## src/design/plcm_pkg.sv

```systemverilog
// Shared constants and types of the piecewise linear colormap core.
package plcm_pkg;

  localparam int NUM_STOPS  = 7;
  localparam int POS_W      = 17;
  localparam int CHAN_W     = 8;
  localparam int RGB_W      = 3 * CHAN_W;
  localparam int STOP_W     = POS_W + RGB_W;
  localparam int FRAC_W     = 16;
  localparam int DIV_STAGES = FRAC_W;
  localparam int LEVEL_W    = 16;
  localparam int ZQ_W       = 16;
  localparam int CNT_W      = 3;
  localparam int SEL_W      = 3;
  localparam int CFG_IDX_W  = 4;
  localparam int T_W        = 24;

  // Register indexes of the configuration port
  localparam logic [CFG_IDX_W-1:0] REG_STOP_COUNT = 4'd0;
  localparam logic [CFG_IDX_W-1:0] REG_STOP_FIRST = 4'd1;
  localparam logic [CFG_IDX_W-1:0] REG_STOP_LAST  = 4'd7;

  localparam logic [CNT_W-1:0]  STOP_COUNT_RST = 3'd2;
  localparam logic [CNT_W-1:0]  STOP_COUNT_MIN = 3'd2;
  localparam logic [STOP_W-1:0] STOP0_RST      = 41'h000_00FF_FFFF;
  localparam logic [STOP_W-1:0] STOP1_RST      = 41'h100_0000_0000;

  typedef logic [STOP_W-1:0] stop_t;
  typedef stop_t [NUM_STOPS-1:0] stop_arr_t;

  // Sideband that travels with each word through the divider
  typedef struct packed {
    logic [RGB_W-1:0] left_rgb;
    logic [RGB_W-1:0] right_rgb;
    logic             frac_zero;
    logic             frac_one;
  } plcm_side_t;

endpackage

```

## src/design/piecewise_linear_colormap_core.sv

```systemverilog
// Top level of the piecewise linear colormap core.
//
// Input: raise start with a signed Q.12 level on in_level; a word is taken at
// each rising edge where start is high and busy is low. busy stays low, so a
// new level may be taken every cycle.
// Output: out_valid is high for one cycle with out_red, out_green, out_blue;
// the receiver must take the word in that cycle. Results come out in input
// order, one per cycle at most. The pipeline is the 16-stage fraction
// divider (one quotient bit per stage), two front stages (quantize, segment
// search) and two blend stages.
// Configuration: write cfg_index/cfg_data with cfg_valid; cfg_ready is always
// high. Index 0 is the stop count, indexes 1 to 7 are stops 0 to 6; other
// indexes are ignored. Write only while no level is in flight.
// Reset (rst_n low, synchronous) empties the pipeline and loads the default
// map: two stops, white at position 0 and black at position 65536.
// The receiver cannot stall, so the pipeline never holds.
module piecewise_linear_colormap_core (
  input  logic                                clk,
  input  logic                                rst_n,
  input  logic                                start,
  output logic                                busy,
  input  logic signed [plcm_pkg::LEVEL_W-1:0] in_level,
  output logic                                out_valid,
  output logic [plcm_pkg::CHAN_W-1:0]         out_red,
  output logic [plcm_pkg::CHAN_W-1:0]         out_green,
  output logic [plcm_pkg::CHAN_W-1:0]         out_blue,
  input  logic                                cfg_valid,
  output logic                                cfg_ready,
  input  logic [plcm_pkg::CFG_IDX_W-1:0]      cfg_index,
  input  logic [plcm_pkg::STOP_W-1:0]         cfg_data
);
  import plcm_pkg::*;

  logic             in_take;
  logic [CNT_W-1:0] stop_count_r;
  stop_arr_t        stops_r;

  logic             seg_valid;
  logic [POS_W-1:0] div_num, div_den;
  plcm_side_t       seg_side;

  logic              q_valid;
  logic [FRAC_W-1:0] q_quot;
  plcm_side_t        q_side;

  logic             mix_valid;
  logic [RGB_W-1:0] mix_rgb;

  assign busy      = 1'b0;
  assign cfg_ready = 1'b1;
  assign in_take   = start && !busy;

  // Hold the configuration registers
  always_ff @(posedge clk) begin
    if (!rst_n) begin
      stop_count_r <= STOP_COUNT_RST;
      stops_r[0] <= STOP0_RST;
      stops_r[1] <= STOP1_RST;
      for (int i = 2; i < NUM_STOPS; i++) begin
        stops_r[i] <= '0;
      end
    end else if (cfg_valid && cfg_ready) begin
      if (cfg_index == REG_STOP_COUNT) begin
        stop_count_r <= cfg_data[CNT_W-1:0];
      end else if (cfg_index >= REG_STOP_FIRST && cfg_index <= REG_STOP_LAST) begin
        stops_r[SEL_W'(cfg_index - REG_STOP_FIRST)] <= cfg_data;
      end
    end
  end

  plcm_front u_front (
    .clk        (clk),
    .rst_n      (rst_n),
    .in_take    (in_take),
    .in_level   (in_level),
    .stop_count (stop_count_r),
    .stops      (stops_r),
    .seg_valid  (seg_valid),
    .div_num    (div_num),
    .div_den    (div_den),
    .seg_side   (seg_side)
  );

  plcm_div u_div (
    .clk      (clk),
    .rst_n    (rst_n),
    .in_valid (seg_valid),
    .in_num   (div_num),
    .in_den   (div_den),
    .in_side  (seg_side),
    .q_valid  (q_valid),
    .q_quot   (q_quot),
    .q_side   (q_side)
  );

  plcm_mix u_mix (
    .clk       (clk),
    .rst_n     (rst_n),
    .q_valid   (q_valid),
    .q_quot    (q_quot),
    .q_side    (q_side),
    .mix_valid (mix_valid),
    .mix_rgb   (mix_rgb)
  );

  assign out_valid = mix_valid;
  assign out_red   = mix_rgb[2*CHAN_W +: CHAN_W];
  assign out_green = mix_rgb[CHAN_W +: CHAN_W];
  assign out_blue  = mix_rgb[0 +: CHAN_W];

  // Every accepted level yields an output word
  a_latency : assert property (@(posedge clk) disable iff (!rst_n)
    in_take |-> ##20 out_valid)
    else $error("accepted level produced no result at the expected cycle");

  // A fraction cannot be forced to both ends at once
  a_frac_flags : assert property (@(posedge clk) disable iff (!rst_n)
    seg_valid |-> !(seg_side.frac_zero && seg_side.frac_one))
    else $error("fraction forced to zero and to one together");

  // The divider sees a numerator below the divisor when it must divide
  a_div_range : assert property (@(posedge clk) disable iff (!rst_n)
    (seg_valid && !seg_side.frac_zero && !seg_side.frac_one) |-> (div_num < div_den))
    else $error("divider operand out of range");

endmodule

```

## src/design/plcm_front.sv

```systemverilog
// Front end: level quantization, segment search and divider operands.
module plcm_front (
  input  logic                          clk,
  input  logic                          rst_n,
  input  logic                          in_take,
  input  logic signed [plcm_pkg::LEVEL_W-1:0] in_level,
  input  logic [plcm_pkg::CNT_W-1:0]    stop_count,
  input  plcm_pkg::stop_arr_t           stops,
  output logic                          seg_valid,
  output logic [plcm_pkg::POS_W-1:0]    div_num,
  output logic [plcm_pkg::POS_W-1:0]    div_den,
  output plcm_pkg::plcm_side_t          seg_side
);
  import plcm_pkg::*;

  logic            a_valid_r;
  logic [ZQ_W-1:0] a_zq_r;
  logic [ZQ_W-1:0] a_zq_nxt;
  logic [10:0]     bin_raw;
  logic [7:0]      bin;

  logic                 b_valid_r;
  logic [POS_W-1:0]     b_num_r, b_num_nxt;
  logic [POS_W-1:0]     b_den_r, b_den_nxt;
  plcm_side_t           b_side_r, b_side_nxt;

  logic [CNT_W-1:0] cnt;
  logic [SEL_W-1:0] left;
  logic [SEL_W-1:0] right;
  logic [POS_W-1:0] pos [NUM_STOPS];
  logic [POS_W-1:0] pl, pr, zq_e;
  logic             fzero;

  // Clamp negatives, quantize to a bin, take the bin start point
  always_comb begin
    bin_raw = in_level[LEVEL_W-1] ? 11'd0 : in_level[14:4];
    bin     = (|bin_raw[10:8]) ? 8'hFF : bin_raw[7:0];
    a_zq_nxt = {bin, 8'h00};
  end

  always_ff @(posedge clk) begin
    if (!rst_n) begin
      a_valid_r <= 1'b0;
    end else begin
      a_valid_r <= in_take;
    end
    a_zq_r <= a_zq_nxt;
  end

  // Pick the first segment that holds the point
  always_comb begin
    cnt = (stop_count < STOP_COUNT_MIN) ? STOP_COUNT_MIN : stop_count;
    for (int i = 0; i < NUM_STOPS; i++) begin
      pos[i] = stops[i][STOP_W-1:RGB_W];
    end
    zq_e = {1'b0, a_zq_r};
    left = '0;
    for (int i = NUM_STOPS - 2; i >= 0; i--) begin
      if ((CNT_W'(i + 1) < cnt) && (zq_e >= pos[i]) && (zq_e <= pos[i+1])) begin
        left = SEL_W'(i);
      end
    end
    right = left + 1'b1;
    pl = pos[left];
    pr = pos[right];
    fzero = !(pr > pl) || (zq_e <= pl);
    b_num_nxt = zq_e - pl;
    b_den_nxt = pr - pl;
    b_side_nxt.left_rgb  = stops[left][RGB_W-1:0];
    b_side_nxt.right_rgb = stops[right][RGB_W-1:0];
    b_side_nxt.frac_zero = fzero;
    b_side_nxt.frac_one  = !fzero && (zq_e >= pr);
  end

  always_ff @(posedge clk) begin
    if (!rst_n) begin
      b_valid_r <= 1'b0;
    end else begin
      b_valid_r <= a_valid_r;
    end
    b_num_r  <= b_num_nxt;
    b_den_r  <= b_den_nxt;
    b_side_r <= b_side_nxt;
  end

  assign seg_valid = b_valid_r;
  assign div_num   = b_num_r;
  assign div_den   = b_den_r;
  assign seg_side  = b_side_r;

endmodule

```

## src/design/plcm_div.sv

```systemverilog
// Pipelined restoring divider, one quotient bit per stage.
module plcm_div (
  input  logic                         clk,
  input  logic                         rst_n,
  input  logic                         in_valid,
  input  logic [plcm_pkg::POS_W-1:0]   in_num,
  input  logic [plcm_pkg::POS_W-1:0]   in_den,
  input  plcm_pkg::plcm_side_t         in_side,
  output logic                         q_valid,
  output logic [plcm_pkg::FRAC_W-1:0]  q_quot,
  output plcm_pkg::plcm_side_t         q_side
);
  import plcm_pkg::*;

  logic              v_r    [DIV_STAGES];
  logic [POS_W-1:0]  rem_r  [DIV_STAGES];
  logic [POS_W-1:0]  den_r  [DIV_STAGES];
  logic [FRAC_W-1:0] quot_r [DIV_STAGES];
  plcm_side_t        side_r [DIV_STAGES];

  logic [POS_W-1:0]  rem_src  [DIV_STAGES];
  logic [POS_W-1:0]  den_src  [DIV_STAGES];
  logic [FRAC_W-1:0] quot_src [DIV_STAGES];
  logic [POS_W:0]    shl      [DIV_STAGES];
  logic [POS_W-1:0]  rem_nxt  [DIV_STAGES];
  logic [FRAC_W-1:0] quot_nxt [DIV_STAGES];

  // Shift, trial subtract, keep the quotient bit
  always_comb begin
    for (int k = 0; k < DIV_STAGES; k++) begin
      rem_src[k]  = (k == 0) ? in_num : rem_r[(k == 0) ? 0 : k-1];
      den_src[k]  = (k == 0) ? in_den : den_r[(k == 0) ? 0 : k-1];
      quot_src[k] = (k == 0) ? '0     : quot_r[(k == 0) ? 0 : k-1];
      shl[k] = {rem_src[k], 1'b0};
      if (shl[k] >= {1'b0, den_src[k]}) begin
        rem_nxt[k]  = POS_W'(shl[k] - {1'b0, den_src[k]});
        quot_nxt[k] = {quot_src[k][FRAC_W-2:0], 1'b1};
      end else begin
        rem_nxt[k]  = shl[k][POS_W-1:0];
        quot_nxt[k] = {quot_src[k][FRAC_W-2:0], 1'b0};
      end
    end
  end

  // Advance every stage each cycle
  always_ff @(posedge clk) begin
    for (int k = 0; k < DIV_STAGES; k++) begin
      if (!rst_n) begin
        v_r[k] <= 1'b0;
      end else begin
        v_r[k] <= (k == 0) ? in_valid : v_r[(k == 0) ? 0 : k-1];
      end
      rem_r[k]  <= rem_nxt[k];
      den_r[k]  <= den_src[k];
      quot_r[k] <= quot_nxt[k];
      side_r[k] <= (k == 0) ? in_side : side_r[(k == 0) ? 0 : k-1];
    end
  end

  assign q_valid = v_r[DIV_STAGES-1];
  assign q_quot  = quot_r[DIV_STAGES-1];
  assign q_side  = side_r[DIV_STAGES-1];

endmodule

```

## src/design/plcm_mix.sv

```systemverilog
// Channel interpolation and 16-to-8 bit rounding.
module plcm_mix (
  input  logic                         clk,
  input  logic                         rst_n,
  input  logic                         q_valid,
  input  logic [plcm_pkg::FRAC_W-1:0]  q_quot,
  input  plcm_pkg::plcm_side_t         q_side,
  output logic                         mix_valid,
  output logic [plcm_pkg::RGB_W-1:0]   mix_rgb
);
  import plcm_pkg::*;

  logic              t_valid_r;
  logic [T_W-1:0]    t_r   [3];
  logic [T_W-1:0]    t_nxt [3];
  logic [FRAC_W:0]   frac;
  logic [CHAN_W-1:0] ca, cb;
  logic signed [CHAN_W:0]   diff;
  logic signed [26:0]       prod, tsum;

  logic              o_valid_r;
  logic [RGB_W-1:0]  o_rgb_r, o_rgb_nxt;
  logic [31:0]       scaled;

  // Blend each channel: a * 65536 + (b - a) * f
  always_comb begin
    frac = q_side.frac_one  ? {1'b1, {FRAC_W{1'b0}}} :
           q_side.frac_zero ? '0 : {1'b0, q_quot};
    for (int c = 0; c < 3; c++) begin
      ca   = q_side.left_rgb[c*CHAN_W +: CHAN_W];
      cb   = q_side.right_rgb[c*CHAN_W +: CHAN_W];
      diff = $signed({1'b0, cb}) - $signed({1'b0, ca});
      prod = 27'(diff * $signed({1'b0, frac}));
      tsum = $signed({3'b000, ca, 16'h0000}) + prod;
      t_nxt[c] = tsum[T_W-1:0];
    end
  end

  always_ff @(posedge clk) begin
    if (!rst_n) begin
      t_valid_r <= 1'b0;
    end else begin
      t_valid_r <= q_valid;
    end
    for (int c = 0; c < 3; c++) begin
      t_r[c] <= t_nxt[c];
    end
  end

  // Scale by 257, round, keep the top byte
  always_comb begin
    o_rgb_nxt = '0;
    scaled    = '0;
    for (int c = 0; c < 3; c++) begin
      scaled = {8'h00, t_r[c]} + {t_r[c], 8'h00} + 32'h0000_8000;
      o_rgb_nxt[c*CHAN_W +: CHAN_W] = scaled[31:24];
    end
  end

  always_ff @(posedge clk) begin
    if (!rst_n) begin
      o_valid_r <= 1'b0;
    end else begin
      o_valid_r <= t_valid_r;
    end
    o_rgb_r <= o_rgb_nxt;
  end

  assign mix_valid = o_valid_r;
  assign mix_rgb   = o_rgb_r;

endmodule

```

## config.mk

```make
export PLATFORM = sky130hd
export DESIGN_NAME = piecewise_linear_colormap_core
export DESIGN_NICKNAME = d
export VERILOG_FILES = /design/src/design/plcm_pkg.sv /design/src/design/piecewise_linear_colormap_core.sv /design/src/design/plcm_front.sv /design/src/design/plcm_div.sv /design/src/design/plcm_mix.sv
export SDC_FILE = /design/constraint.sdc
export NUM_CORES = 2
export LEC_CHECK = 0
export ABC_AREA = 1
export ABC_CLOCK_PERIOD_IN_PS = 13600
export BUFFER_PORTS_ARGS = -buffer_cell sky130_fd_sc_hd__buf_2
export CORE_AREA = 3 3 556 337
export CTS_BUF_LIST = sky130_fd_sc_hd__clkbuf_16
export CTS_CLUSTER_DIAMETER = 120
export DETAILED_ROUTE_END_ITERATION = 10
export DIE_AREA = 0 0 559 340
export MAX_ROUTING_LAYER = met4
export PLACE_DENSITY = 0.63
export SYNTH_ARGS = -nofsm -noshare
export SYNTH_HDL_FRONTEND = slang
export SYNTH_SLANG_ARGS = --single-unit
```

## constraint.sdc

```tcl
create_clock -name clk -period 13.6 [get_ports clk]
set_input_delay 1.36 -clock clk [delete_from_list [all_inputs] [get_ports clk]]
set_output_delay 1.36 -clock clk [all_outputs]
set_load 0.005 [all_outputs]
```

==> results_dict.tcl <==
set metrics [dict create \
    fin_skew_ns 0.07108 \
    worst_slew_pin_slew_ns 1.320 \
    design.core.area_um2 181800 \
    grt_overflow 0 \
    async_reset_ff_frac 0 \
    multiInputGateArea_um2 37500 \
    start_util 0.4512 \
    dp_hpwl_um 145100 \
    fmax_ghz 0.1197 \
    drcViolationCount 0 \
    ioPinCount 92 \
    grt_pass1_wl_um 315800 \
    fill_cells 16670 \
    synth_ff_type "dfxtp_1" \
    cp-start-kind "flop" \
    leakage_uw 0.04198 \
    firstDrtPassIters 6 \
    setup_tns_ns 0 \
    syn_inst 9024 \
    fp.dieH_um 340 \
    cts_buffers 177 \
    crit_required_ns 14.37 \
    fin_crit_sh 0.6144 \
    globalRouteMet3Util 0.03935 \
    outcome "complete, no violations" \
    yosysUniqueCellTypes 61 \
    cts-root-buf "clkbuf_16" \
    ys_top_cells_by_count "1944 x dfxtp_1, 1173 x inv_1, 1164 x nand2_1" \
    clk_latency_ns 0.84 \
    rsz0062_at_grt "false" \
    worstPathMaxFanout 16 \
    drt-total-wl_um 200300 \
    grt_antenna_before_repair 12 \
    utilization 0.4987 \
    syn-num-nets 10070 \
    wire_per_inst_um 17.18 \
    synth_area_leader_cell "dfxtp_1" \
    drtAntennaViolNets 0 \
    end_kind "flop" \
    row_count 121 \
    drv_slew 0 \
    grt_pass1_vias 57070 \
    fin_nets 10100 \
    cts_setup_buffers 0 \
    regArea_um2 38920 \
    synth_top_area_share 0.4743 \
    chipWidth_um 559 \
    layout-drive-gt1-share 0.05548 \
    numClockSinks 1944 \
    cts.repair.resized 0 \
    portBuffers 85 \
    grt_busiest_layer "met1" \
    syn_area_per_cell_um2 9.092 \
    use_met1 0.3160 \
    cts_tree "done" \
    synth_most_common_cell "dfxtp_1" \
    slew-limit-headroom 0.1188 \
    synth_area_leaders "dfxtp_1 47%, ha_1 9.5%, fa_1 8.7%" \
    grt_usage 0.2131 \
    setup_viol 0 \
    dieArea_um2 190100 \
    dpl_cell_area_um2 84810 \
    grt_start_max_net_pins 169 \
    ir_drop_mv 0.1921 \
    drt_iter0_markers 5662 \
    yosysWarnings 0 \
    vias 59230 \
    ys_ff_latch 1944 \
    hold_violations 0 \
    ys_seq_area_frac 0.4743 \
    worstHoldPathType "reg -> reg" \
    crit_arrival_ns 9.12 \
    critPathKind "reg -> reg" \
    stdcell_area_um2 90680 \
    via_per_inst 5.080 \
    slowest_delay_ns 0.86 \
    min_period_ns 8.356 \
    mappedNetlistArea_um2 82050 \
    synth_edf_count 0 \
    gp_congestion 0.9311 \
    cap_violations 0 \
    clk_path_buf_depth 4 \
    syn2layout_area_growth_pct 10.52 \
    cpMostUsedCell "fa_1" \
    path_clk_slew_ns 0.07 \
    ctsHoldBuffers 0 \
    critPathSlowestCell "nor2_2" \
    met2_usage 0.2974 \
    power-per-cell-area_nw_per_um2 273.5 \
    cts_htree_levels 4 \
]
## power breakdown
part           switching, uW  leakage (uW)  internal [uW]
registers                743        0.0160           7080
logic                   7250        0.0231           4700
clock network           2190       0.00294           2840
total                  10200        0.0420          14600
## cell families after synthesis
| group | synth area share |
|---|---|
| buffers and inverters | 0.06927 |
| AO/OA/AOI/OAI | 0.1158 |
| AND/OR/NAND/NOR | 0.1241 |
| flip-flops | 0.4743 |
| XOR/XNOR | 0.03393 |
| adder cells (fa/ha/maj) | 0.1825 |
| other | 0.00009153 |
## stage by stage
| step | cells | total power (uW) | hold slack (ns) | worst slack (ns) |
|---|---|---|---|---|
| after global placement | 11330 | 19420 | 0.3107 | 5.293 |
| after CTS | 11650 | 24850 | 0.2853 | 5.365 |
| after floorplan | 9024 | 16690 | 0.3096 | 6.720 |
| after detailed placement | 11330 | 19710 | 0.3121 | 5.360 |
| after global routing | 11660 | 26960 | 0.2890 | 4.781 |
| final | 11660 | 24800 | 0.2800 | 5.244 |
## per-layer routing
| layer | share of wire | vias up |
|---|---|---|
| li1 | - | 29000 |
| met2 | 0.40 | 2063 |
| met3 | 0.080 | 322 |
| met1 | 0.50 | 27850 |
| met5 | 0 | - |
| met4 | 0.021 | 0 |
## cells in the final DEF, fill, tap and decap left out, types with 22 or more instances in the layout
cell type / count
clkinv_2: 35
nand4_1: 35
fa_1: 358
o21ai_0: 735
nand3_1: 160
buf_4: 54
xnor2_1: 127
clkinv_1: 26
buf_2: 84
nor3_1: 58
or2_2: 31
a21oi_1: 765
dfxtp_1: 1944
ha_1: 623
clkbuf_16: 180
o211ai_1: 54
nand2_1: 1164
xor2_1: 187
nor2_1: 1005
o21bai_1: 22
a211oi_1: 33
a31oi_1: 35
inv_1: 1194
## layout make-up
| class | count | share of cell area |
|---|---|---|
| Clock inverter | 138 | 0.01493 |
| Clock buffer | 180 | 0.04967 |
| Timing Repair Buffer | 139 | 0.009231 |
| Inverter | 1190 | 0.04929 |
| Tap cell | 2460 | 0.03394 |
| Sequential cell | 1944 | 0.4292 |
| Multi-Input combinational cell | 5601 | 0.4136 |
| Antenna cell | 7 | 0.0001932 |
## flip-flops by register name (all words and copies together), names as in the netlist
name / count
u_div.v_r: 16
u_mix.t_r: 72
u_mix.t_valid_r: 1
u_front.div_num: 17
u_front.div_den: 17
stop_count_r: 3
u_div.rem_r: 255
u_mix.mix_valid: 1
u_div.den_r: 255
u_mix.mix_rgb: 24
u_front.seg_valid: 1
u_div.side_r: 800
u_front.seg_side: 50
u_front.a_valid_r: 1
u_div.quot_r: 136
stops_r: 287
u_front.a_zq_r: 8
## critical path, delay by kind of cell, from the launching register on
kind	cells	cell delay, ns
adder cells (fa/ha/maj)	6	2.89
AND/OR/NAND/NOR	8	2.34
AO/OA/AOI/OAI	8	1.43
buffers and inverters	5	1.18
XOR/XNOR	1	0.17
flip-flops	1	0.30
## worst paths after layout
check | start | endpoint | slack, ns | cells after the start
min reg2reg | u_div.side_r[0][25]$_DFF_P_ | u_div.side_r[0][75]$_DFF_P_ | 0.28 | 0
max reg2reg | u_div.side_r[1][350]$_DFF_P_ | u_mix.t_r[0][71]$_DFF_P_ | 5.24 | 28
max | u_div.side_r[1][350]$_DFF_P_ | u_mix.t_r[0][71]$_DFF_P_ | 5.24 | 28
min | u_div.side_r[0][25]$_DFF_P_ | u_div.side_r[0][75]$_DFF_P_ | 0.28 | 0
(Power assumes the default switching activity.)
